**src/rtl/sha512_pkg.sv**
```systemverilog
// SHA-512 shared package: round constants, initial hash, FSM state, command and status types, rotate function.
// No dependencies.
package sha512_pkg;

	localparam logic [63:0] RoundK [80] = '{
		64'h428a2f98d728ae22, 64'h7137449123ef65cd, 64'hb5c0fbcfec4d3b2f, 64'he9b5dba58189dbbc,
		64'h3956c25bf348b538, 64'h59f111f1b605d019, 64'h923f82a4af194f9b, 64'hab1c5ed5da6d8118,
		64'hd807aa98a3030242, 64'h12835b0145706fbe, 64'h243185be4ee4b28c, 64'h550c7dc3d5ffb4e2,
		64'h72be5d74f27b896f, 64'h80deb1fe3b1696b1, 64'h9bdc06a725c71235, 64'hc19bf174cf692694,
		64'he49b69c19ef14ad2, 64'hefbe4786384f25e3, 64'h0fc19dc68b8cd5b5, 64'h240ca1cc77ac9c65,
		64'h2de92c6f592b0275, 64'h4a7484aa6ea6e483, 64'h5cb0a9dcbd41fbd4, 64'h76f988da831153b5,
		64'h983e5152ee66dfab, 64'ha831c66d2db43210, 64'hb00327c898fb213f, 64'hbf597fc7beef0ee4,
		64'hc6e00bf33da88fc2, 64'hd5a79147930aa725, 64'h06ca6351e003826f, 64'h142929670a0e6e70,
		64'h27b70a8546d22ffc, 64'h2e1b21385c26c926, 64'h4d2c6dfc5ac42aed, 64'h53380d139d95b3df,
		64'h650a73548baf63de, 64'h766a0abb3c77b2a8, 64'h81c2c92e47edaee6, 64'h92722c851482353b,
		64'ha2bfe8a14cf10364, 64'ha81a664bbc423001, 64'hc24b8b70d0f89791, 64'hc76c51a30654be30,
		64'hd192e819d6ef5218, 64'hd69906245565a910, 64'hf40e35855771202a, 64'h106aa07032bbd1b8,
		64'h19a4c116b8d2d0c8, 64'h1e376c085141ab53, 64'h2748774cdf8eeb99, 64'h34b0bcb5e19b48a8,
		64'h391c0cb3c5c95a63, 64'h4ed8aa4ae3418acb, 64'h5b9cca4f7763e373, 64'h682e6ff3d6b2b8a3,
		64'h748f82ee5defb2fc, 64'h78a5636f43172f60, 64'h84c87814a1f0ab72, 64'h8cc702081a6439ec,
		64'h90befffa23631e28, 64'ha4506cebde82bde9, 64'hbef9a3f7b2c67915, 64'hc67178f2e372532b,
		64'hca273eceea26619c, 64'hd186b8c721c0c207, 64'heada7dd6cde0eb1e, 64'hf57d4f7fee6ed178,
		64'h06f067aa72176fba, 64'h0a637dc5a2c898a6, 64'h113f9804bef90dae, 64'h1b710b35131c471b,
		64'h28db77f523047d84, 64'h32caab7b40c72493, 64'h3c9ebe0a15c9bebc, 64'h431d67c49c100d4c,
		64'h4cc5d4becb3e42b6, 64'h597f299cfc657e2a, 64'h5fcb6fab3ad6faec, 64'h6c44198c4a475817
	};

	localparam logic [63:0] StartHash [8] = '{
		64'h6a09e667f3bcc908, 64'hbb67ae8584caa73b, 64'h3c6ef372fe94f82b, 64'ha54ff53a5f1d36f1,
		64'h510e527fade682d1, 64'h9b05688c2b3e6c1f, 64'h1f83d9abfb41bd6b, 64'h5be0cd19137e2179
	};

	localparam logic [7:0] PadByte = 8'h80;
	localparam logic [6:0] LastRound = 7'd79;

	typedef enum logic [2:0] {
		ST_IDLE,
		ST_ROUND,
		ST_FINAL,
		ST_PAD,
		ST_EMIT
	} state_t;

	// what a buffer write carries
	typedef enum logic [1:0] {
		WSEL_MSG,
		WSEL_ZERO,
		WSEL_LEN_HI,
		WSEL_LEN_LO
	} wsel_t;

	typedef struct packed {
		logic  take_word;   // select masked input word, bump byte count
		logic  buf_write;   // write a word to the block slot
		wsel_t wsel;
		logic  rnd_start;   // load working vars from chain
		logic  rnd_step;    // one round
		logic  chain_add;   // fold working vars into chain
		logic  reset_msg;   // reload IV, clear byte count and word index
		logic  emit_shift;  // rotate chain for output
	} cmd_t;

	typedef struct packed {
		logic [3:0] word_index;
		logic [6:0] round;
		logic       pad_pending;  // 0x80 word still to be placed
	} stat_t;

	function automatic logic [63:0] rotr(input logic [63:0] x, input int unsigned n);
		rotr = (x >> n) | (x << (64 - n));
	endfunction

endpackage

```
**src/rtl/sha512_ctrl.sv**
```systemverilog
// SHA-512 controller: accepts words, sequences padding, rounds and digest output.
// Depends on sha512_pkg.
module sha512_ctrl (
	input  logic               clk,
	input  logic               arst_n,
	input  logic               in_valid,
	input  logic               in_last,
	output logic               in_ready,
	output logic               out_valid,
	input  logic               out_ready,
	output logic               out_last,
	input  sha512_pkg::stat_t  stat,
	output sha512_pkg::cmd_t   cmd
);
	sha512_pkg::state_t state_q, state_d;
	logic       final_q, final_d;   // message ended, padding in progress
	logic [2:0] emit_q, emit_d;
	logic       lenblk_q;           // length words still owed for this message
	logic       hi_q;               // high length word sits in slot 14 of this block

	// hold state
	always_ff @(posedge clk or negedge arst_n) begin
		if (!arst_n) begin
			state_q <= sha512_pkg::ST_IDLE;
			final_q <= 1'b0;
			emit_q  <= 3'd0;
		end else begin
			state_q <= state_d;
			final_q <= final_d;
			emit_q  <= emit_d;
		end
	end

	// next state and commands
	always_comb begin
		state_d   = state_q;
		final_d   = final_q;
		emit_d    = emit_q;
		cmd       = '0;
		cmd.wsel  = sha512_pkg::WSEL_MSG;
		in_ready  = 1'b0;
		out_valid = 1'b0;
		out_last  = 1'b0;
		case (state_q)
			sha512_pkg::ST_IDLE: begin
				in_ready = 1'b1;
				if (in_valid) begin
					cmd.take_word = 1'b1;
					cmd.buf_write = 1'b1;
					final_d = in_last;
					if (stat.word_index == 4'd15) begin
						cmd.rnd_start = 1'b1;
						state_d = sha512_pkg::ST_ROUND;
					end else if (in_last)
						state_d = sha512_pkg::ST_PAD;
				end
			end
			sha512_pkg::ST_PAD: begin
				// marker word, zero fill, then length in slots 14 and 15;
				// a marker in slot 14 leaves no room, so slot 15 gets zero
				cmd.buf_write = 1'b1;
				if (stat.pad_pending)
					cmd.wsel = sha512_pkg::WSEL_MSG;
				else if (stat.word_index == 4'd14)
					cmd.wsel = sha512_pkg::WSEL_LEN_HI;
				else if (stat.word_index == 4'd15 && hi_q)
					cmd.wsel = sha512_pkg::WSEL_LEN_LO;
				else
					cmd.wsel = sha512_pkg::WSEL_ZERO;
				if (stat.word_index == 4'd15) begin
					cmd.rnd_start = 1'b1;
					state_d = sha512_pkg::ST_ROUND;
				end
			end
			sha512_pkg::ST_ROUND: begin
				cmd.rnd_step = 1'b1;
				if (stat.round == sha512_pkg::LastRound)
					state_d = sha512_pkg::ST_FINAL;
			end
			sha512_pkg::ST_FINAL: begin
				cmd.chain_add = 1'b1;
				if (!final_q)
					state_d = sha512_pkg::ST_IDLE;
				else if (stat.pad_pending || stat.word_index != 4'd0)
					state_d = sha512_pkg::ST_PAD;
				else if (lenblk_q)
					state_d = sha512_pkg::ST_PAD;
				else begin
					emit_d  = 3'd0;
					state_d = sha512_pkg::ST_EMIT;
				end
			end
			sha512_pkg::ST_EMIT: begin
				out_valid = 1'b1;
				out_last  = (emit_q == 3'd7);
				if (out_ready) begin
					cmd.emit_shift = 1'b1;
					emit_d = emit_q + 3'd1;
					if (emit_q == 3'd7) begin
						cmd.emit_shift = 1'b0;
						cmd.reset_msg  = 1'b1;
						final_d = 1'b0;
						state_d = sha512_pkg::ST_IDLE;
					end
				end
			end
			default: state_d = sha512_pkg::ST_IDLE;
		endcase
	end

	// length still to be written in this message: clears on the block that carries it
	always_ff @(posedge clk or negedge arst_n) begin
		if (!arst_n)
			lenblk_q <= 1'b0;
		else if (cmd.take_word && in_last)
			lenblk_q <= 1'b1;
		else if (cmd.buf_write && cmd.wsel == sha512_pkg::WSEL_LEN_LO)
			lenblk_q <= 1'b0;
	end

	// track the high length word until the block closes
	always_ff @(posedge clk or negedge arst_n) begin
		if (!arst_n)
			hi_q <= 1'b0;
		else if (cmd.buf_write && cmd.wsel == sha512_pkg::WSEL_LEN_HI)
			hi_q <= 1'b1;
		else if (cmd.buf_write && stat.word_index == 4'd15)
			hi_q <= 1'b0;
	end
endmodule

```
**config.mk**
```make
export PLATFORM = sky130hd
export DESIGN_NAME = sha512_ctrl
export DESIGN_NICKNAME = d
export VERILOG_FILES = /design/src/rtl/sha512_pkg.sv /design/src/rtl/sha512_ctrl.sv
export SDC_FILE = /design/constraint.sdc
export NUM_CORES = 1
export LEC_CHECK = 0
export BUFFER_PORTS_ARGS = -buffer_cell sky130_fd_sc_hd__buf_2
export CORE_UTILIZATION = 40
export CTS_BUF_LIST = sky130_fd_sc_hd__clkbuf_4 sky130_fd_sc_hd__clkbuf_8
export CTS_CLUSTER_DIAMETER = 30
export CTS_CLUSTER_SIZE = 20
export DETAILED_ROUTE_END_ITERATION = 8
export HOLD_SLACK_MARGIN = 0.12
export PLACE_DENSITY = 0.74
export SYNTH_ARGS = -nofsm -noshare
export SYNTH_HDL_FRONTEND = slang
export SYNTH_SLANG_ARGS = --single-unit
```
**constraint.sdc**
```tcl
create_clock -name clk -period 2.4 [get_ports clk]
set_input_delay 0.6 -clock clk [delete_from_list [all_inputs] [get_ports clk]]
set_output_delay 0.6 -clock clk [all_outputs]
set_load 0.05 [all_outputs]
```
Yosys cells after proc, flatten, opt, wreduce, memory -nomap -nowiden

Cells that the tools add are included.

Output and inout bits: 12
Logic and storage cells: 82
Input port bits: 17
Register bits after elaboration: 9

Add/sub/neg operators: 1
Reductions and logical operators: 15
Equality and inequality tests: 19
Mux-type cells: 42

Operator list:

| cell                  | count |
|---|---|
| $mux W3               | 14 |
| $mux W2               | 8 |
| $ne A2 B2 Y1 const B  | 8 |
| $mux W1               | 15 |
| $pmux W3 S5           | 1 |
| $eq A4 B4 Y1 const B  | 2 |
| $reduce_bool A2 Y1    | 4 |
| $eq A7 B7 Y1 const B  | 1 |
| $eq A3 B2 Y1 const B  | 2 |
| $eq A3 B3 Y1 const B  | 2 |
| $pmux W1 S2           | 3 |
| $pmux W3 S2           | 1 |
| $reduce_and A6 Y1     | 1 |
| $logic_and A1 B1 Y1   | 5 |
| $reduce_and A5 Y1     | 1 |
| $eq A2 B2 Y1 const B  | 2 |
| $reduce_and A4 Y1     | 1 |
| $reduce_bool A4 Y1    | 1 |
| $add A3 B1 Y3 const B | 1 |
| $eq A3 B1 Y1 const B  | 1 |
| $logic_not A3 Y1      | 1 |
| $ne A3 B3 Y1 const B  | 1 |
| $logic_or A1 B1 Y1    | 1 |

Logic depth before layout (Yosys ltp)

Gate-level depths: netlist of run 1.

Depth after elaboration: 10
Mapped depth: 6
Depth with buffers taken out: 6

Worst setup path after synthesis of run 1

No wires, ideal clock.

Path kind: register to output
Start point: register state_q[1]
End point: output cmd[8] (netlist bit)
Stages on the path, launching flop included: 4
Arrival: 2272 ps
Path buffers: 1
Required time: 1800 ps
Setup slack: -472 ps
Cell sequence: dfrtp_1 > clkbuf_1 > nor3_1 > and2_1

RTL lines:

| item                   | RTL line          | source |
|---|---|---|
| start, declared        | sha512_ctrl.sv:15 | `sha512_pkg::state_t state_q, state_d;` |
| start signal, assigned | sha512_ctrl.sv:24 | `state_q <= sha512_pkg::ST_IDLE;` |
| start signal, assigned | sha512_ctrl.sv:28 | `state_q <= state_d;` |
| end, declared          | sha512_ctrl.sv:13 | `output sha512_pkg::cmd_t cmd` |

==> impl_metrics.py, run 1 <==
metrics = {
    "power_and_ir_drop": {
        "cellLeakagePower_nw": 0.452,
        "ir_drop_v": 0.000393,
        "total_power_mw": 0.839,
        "p_per_area_mw_per_mm2": 934,
    },
    "logic_synthesis": {
        "yosysTopAreaCell": "dfrtp_1",
        "synth.top_cell.area_share_pct": 33.7,
        "synth.area.top_cells": "dfrtp_1 34%, a21oi_1 4.5%, ha_1 3.7%",
        "synth.avg_cell_area_um2": 8.46,
        "syn_area_um2": 668,
        "ys_seq_area_share_pct": 33.7,
        "syn_inst": 79,
        "synth_cell_types": 33,
        "synth_fp_nets": 98,
        "synth-seq-cells": 9,
        "yosysWarningCount": 0,
    },
    "sta": {
        "slew_viol_final": 0,
        "maxSlewHeadroom_pct": 72.6,
        "rsz0062_at_grt": "no",
        "finalHoldViolCount": 0,
        "fin_skew_ps": 10.9,
        "fin_crit_sh_pct": 96.1,
        "whs_ps": 172,
        "fin_crit_ps": 2310,
        "max_freq_mhz": 434,
        "tightest_slew_ps": 410,
        "setup-violations-final": 0,
        "setup_tns_ps": 0,
    },
    "drt": {
        "top_layer": "met4",
        "postRouteAntennaNets": 0,
        "vias_per_cell": 5.69,
        "wl_per_cell_um": 12.9,
        "wl_met1_um": 692,
        "vias": 728,
        "drt_wl_total_um": 1650,
        "met3_length_um": 90,
        "drt_first_pass_iters": 4,
        "wl_met2_um": 836,
        "drc": 0,
        "first_iter_violations": 16,
    },
    "setup_path": {
        "r2r-start": "state_q[2]$_DFFE_PN0P_",
        "cp.depth": 4,
        "crit_type": "flip-flop to primary output",
        "cpPeakStageDelay_ps": 470,
        "crit_chain": "or3b_2, a21o_1, nor2_2, clkbuf_4",
        "crit_family": "simple AND/OR/NAND/NOR gates",
        "worstPathMaxFanout": 5,
        "crit_path_start_kind": "flip-flop",
        "cp.arrival_ps": 1710,
        "reg2reg_slack_ps": 600,
        "endpoint_kind": "primary output",
        "worst_path_max_delay_cell": "or3b_2",
        "r2r_cells": 5,
        "critPathRequiredTime_ps": 1800,
        "rr_endpoint": "emit_q[1]$_DFFE_PN0P_",
        "crit_buf_inv": 1,
    },
    "floorplan": {
        "die_x_um": 42.9,
        "coreArea_mm2": 0.00154,
        "ios": 29,
        "die_y_um": 42.9,
        "row_count": 14,
        "start_util_pct": 43.3,
        "dieArea_mm2": 0.00184,
    },
    "grt": {
        "grt_remaining_overflow": 0,
        "grt_first_pass_wirelength_um": 2730,
        "grt_pass1_vias": 683,
        "antenna_found_initial": 0,
        "grt_use_total_pct": 19.8,
        "grt_max_degree": 17,
    },
    "clock_network": {
        "worstSkewPairLatency_ps": 270,
        "cts_max_level": 1,
        "cts_made_buffers": 3,
        "cts.path.max_buffers": 2,
        "root_buffer": "clkbuf_4",
        "cts_tree": "yes",
        "clkSlewWorstSetupHoldPaths_ps": 60,
        "clock_sinks": 9,
    },
    "placement": {
        "place_area_um2": 857,
        "dp_hpwl_um": 1350,
        "gp_congestion": 0.755,
        "io_buffers": 28,
    },
    "status": {
        "status": "finished clean",
    },
    "layout": {
        "mostFrequentLayoutCells": "27 x buf_2, 9 x dfrtp_1, 6 x nand2_1",
        "final_common_cell": "buf_2",
        "n_antenna_cell": 0,
        "areaGrowthSynthToFinish_pct": 34.5,
        "fin_nets": 132,
        "fin_area_um2": 898,
        "drive_above_1_share_pct": 41.1,
        "fin_util_pct": 58.3,
    },
    "flow_run": {
        "maxCapViolCount": 0,
    },
    "worst_hold_path": {
        "hp-class": "input pin to asynchronous set/reset pin",
    },
}
worst max-delay path by stage:
stage                                 from                    end  slack (ps)
global route        state_q[1]$_DFFE_PN0P_                 cmd[4]          10
floorplan           state_q[1]$_DFFE_PN0P_                 cmd[2]         -10
detailed placement                 stat[0]  emit_q[1]$_DFFE_PN0P_          30
finish              state_q[1]$_DFFE_PN0P_                 cmd[4]          90
CTS                 state_q[1]$_DFFE_PN0P_                 cmd[4]          60
global placement                   stat[0]  emit_q[1]$_DFFE_PN0P_          40
layout make-up:
class                           instances  area (um^2)
Fill cell                             150          643
Multi-Input combinational cell         62          432
Sequential cell                         9          225
Timing Repair Buffer                   32          173
Clock buffer                            4         30.0
Tap cell                               16         20.0
Inverter                                5         18.8
worst register-to-register path: cells and delay by family (launching register included):
kind	cells	cell delay [ps]
compound gates	1	160
mux	1	330
flops	1	390
simple gates	2	610
buf+inv	1	190
cells in the mapped netlist:
| cell | n |
|---|---|
| or3b_2 | 1 |
| dfrtp_1 | 9 |
| mux2_1 | 1 |
| nand4_1 | 2 |
| nand3b_1 | 1 |
| nand4bb_1 | 1 |
| a22oi_1 | 1 |
| inv_1 | 5 |
| a31oi_1 | 1 |
| ha_1 | 2 |
| a21oi_4 | 1 |
| nor4_1 | 1 |
| or4_4 | 2 |
| clkbuf_1 | 2 |
| and3_1 | 3 |
| nor2b_1 | 2 |
| nor3b_1 | 2 |
| o31ai_1 | 1 |
| and3b_1 | 2 |
| o41ai_1 | 1 |
| a21o_1 | 1 |
| nand3_1 | 5 |
| nor4bb_1 | 1 |
| a21oi_1 | 6 |
| buf_2 | 1 |
| a2111o_1 | 1 |
| and2_1 | 3 |
| or2_2 | 1 |
| o21a_1 | 2 |
| o21ai_0 | 5 |
| nor2_1 | 4 |
| nor3_1 | 2 |
| nand2_1 | 6 |
routing by layer:
layer	track usage, %	vias up
li1	-	358
met1	22.5	338
met2	35.2	26
met3	3.40	6
met4	10.0	0
met5	0	-
cells by family after synthesis:
| family | Yosys count | share of synthesized area [%] |
|---|---|---|
| compound gates | 20 | 20.2 |
| fa+ha+maj | 2 | 3.74 |
| flops | 9 | 33.7 |
| mux | 1 | 1.69 |
| simple gates | 39 | 36.0 |
| buf+inv | 8 | 4.68 |
registers in the layout, summed over array words and instances, names as in the netlist:
name      cells
emit_q        3
state_q       3
final_q       1
hi_q          1
lenblk_q      1
timing repair:
action / CTS / global route
setup endpoints to repair: 0 / 4
hold buffers: 0 / 0
setup buffers: 0 / 0
resized for setup: 0 / 3
stage by stage:
stage	setup slack [ps]	cells
5_1_grt	14.5	128
2_1_floorplan	-12.9	79
3_5_place_dp	27.2	124
6_report	93.5	128
3_3_place_gp	43.8	124
4_1_cts	59.0	128
where the power goes:
group	leakage, nW	internal, mW	switching, mW
Sequential	0.109	0.190	0.0352
Clock	0.0184	0.0753	0.0536
Combinational	0.325	0.163	0.322
Total	0.452	0.428	0.411
(Power assumes the default switching activity.)
==> run 2: changes to the inputs <==
Clock period 2.4 ns to 2.7 ns, I/O delays scaled along.
==> run 2 against run 1 <==
Register-to-register slack better by 330 ps. Wire length decreased by 0.91%. Via count down 1.9%. Critical path depth rose by 1. Clock skew down 6.1 ps. Global-route usage grew 0.57 points. Die area did not move. First-iteration DRC count fell by 31%. Total power down 12%. Design area shrank 2.8%. Worst hold slack improved by 84 ps. Core utilization decreased by 1.6 points. Critical path type is now input pin to primary output. Highest routed layer unchanged.
==> impl_metrics.py, run 2 (synthesis gave the netlist of run 1 again) <==
metrics = {
    "clock_network": {
        "cts.path.max_buffers": 2,
        "cts_hold_buffers": 0,
        "worstSkewPairLatency_ps": 260,
        "post_cts_buffers": 0,
        "post_cts_resized": 0,
        "cts_made_buffers": 3,
        "clkSlewWorstSetupHoldPaths_ps": 60,
        "clock_sinks": 9,
        "root_buffer": "clkbuf_4",
        "cts_max_level": 1,
        "cts_tree": "yes",
    },
    "setup_path": {
        "worstPathMaxFanout": 3,
        "cp.arrival_ps": 1800,
        "critPathRequiredTime_ps": 2030,
        "crit_path_start_kind": "input pin",
        "endpoint_kind": "primary output",
        "crit_type": "input pin to primary output",
    },
    "floorplan": {
        "die_y_um": 42.9,
        "die_x_um": 42.9,
        "dieArea_mm2": 0.00184,
        "start_util_pct": 43.3,
        "ios": 29,
        "row_count": 14,
        "coreArea_mm2": 0.00154,
    },
    "grt": {
        "grt_max_degree": 17,
        "grt_pass1_vias": 679,
        "antenna_found_initial": 0,
        "grt_remaining_overflow": 0,
        "grt_use_total_pct": 20.4,
        "grt_first_pass_wirelength_um": 2790,
    },
    "sta": {
        "slew_viol_final": 0,
        "fin_crit_ps": 2480,
        "setup_tns_ps": 0,
        "setup-violations-final": 0,
        "rsz0062_at_grt": "no",
        "max_freq_mhz": 404,
        "fin_crit_sh_pct": 91.7,
        "finalHoldViolCount": 0,
        "tightest_slew_ps": 372,
        "maxSlewHeadroom_pct": 74.9,
        "fin_skew_ps": 4.72,
    },
    "layout": {
        "fin_util_pct": 56.7,
        "drive_above_1_share_pct": 36.9,
        "final_common_cell": "buf_2",
        "top_regs": "emit_q (3), state_q (3)",
        "areaGrowthSynthToFinish_pct": 30.7,
        "mostFrequentLayoutCells": "28 x buf_2, 9 x dfrtp_1, 6 x a21oi_1, 6 x nand2_1",
        "n_antenna_cell": 0,
        "finalNonFillerCells": 127,
        "fill_cells": 150,
        "fin_area_um2": 873,
        "fin_nets": 131,
    },
    "drt": {
        "drc": 0,
        "first_iter_violations": 11,
        "wl_per_cell_um": 12.9,
        "drt_first_pass_iters": 6,
        "drt_wl_total_um": 1640,
        "postRouteAntennaNets": 0,
        "vias_per_cell": 5.62,
        "vias": 714,
    },
    "flow_run": {
        "maxCapViolCount": 0,
    },
    "power_and_ir_drop": {
        "sw_frac_of_total_pct": 49.0,
        "p_int_mw": 0.374,
        "pwr-share-comb_pct": 57.5,
        "power.share.clock_pct": 15.6,
        "ir_drop_v": 0.000503,
        "seq_power_share_pct": 26.9,
        "p_sw_mw": 0.360,
        "cellLeakagePower_nw": 0.448,
        "p_per_area_mw_per_mm2": 841,
        "total_power_mw": 0.735,
    },
    "placement": {
        "io_buffers": 28,
        "gp_congestion": 0.899,
        "place_area_um2": 843,
        "dp_hpwl_um": 1320,
        "post-place-cells": 123,
    },
    "status": {
        "status": "finished clean",
    },
    "worst_hold_path": {
        "hp-class": "input pin to asynchronous set/reset pin",
    },
}
## run 2: layer usage
| metal | global-route usage (%) | wire length, um | vias to the layer above |
|---|---|---|---|
| met2 | 31.8 | 777 | 28 |
| met5 | 0 | 0 | - |
| met1 | 26.3 | 738 | 327 |
| li1 | - | - | 357 |
| met4 | 7.50 | 11 | 0 |
| met3 | 6.38 | 108 | 2 |
## run 2: cell type report
class	count	area [um^2]	share of cell area [%]
tap	16	20.0	2.29
sequential	9	225	25.8
multi-input combinational	62	417	47.7
inverter	5	18.8	2.15
timing repair buffer	31	163	18.6
clock buffer	4	30.0	3.44
## run 2: worst max-delay path, stage by stage
cell and delay [ps]:
buf_2 110, nor4bb_1 380, nand4_1 200, a21oi_1 160, buf_2 280
## run 2: final timing paths
path / startpoint / to / slack [ps] / cells after the start
min in group clk: emit_q[0]$_DFFE_PN0P_ / emit_q[0]$_DFFE_PN0P_ / 480 / 1
min reg2reg: emit_q[0]$_DFFE_PN0P_ / emit_q[0]$_DFFE_PN0P_ / 480 / 1
max in group asynchronous: arst_n / emit_q[0]$_DFFE_PN0P_ / 2260 / 1
max reg2reg: state_q[2]$_DFFE_PN0P_ / emit_q[1]$_DFFE_PN0P_ / 930 / 5
min: arst_n / lenblk_q$_DFFE_PN0P_ / 260 / 1
max: stat[0] / cmd[6] / 220 / 5
## run 2: power groups by stage
stage | Sequential (mW) | Combinational [mW] | Clock, mW
2_1_floorplan | 0.189 | 0.324 | 0
3_3_place_gp | 0.198 | 0.414 | 0
3_5_place_dp | 0.199 | 0.423 | 0
4_1_cts | 0.197 | 0.425 | 0.118
5_1_grt | 0.201 | 0.464 | 0.130
6_report | 0.198 | 0.423 | 0.114
## run 2: metrics by stage
step                      hold WS, ps  setup slack [ps]
after floorplan                   379              79.1
after global placement            469               265
after detailed placement          470               212
after CTS                         255               206
after global routing              255               127
final                             255               224
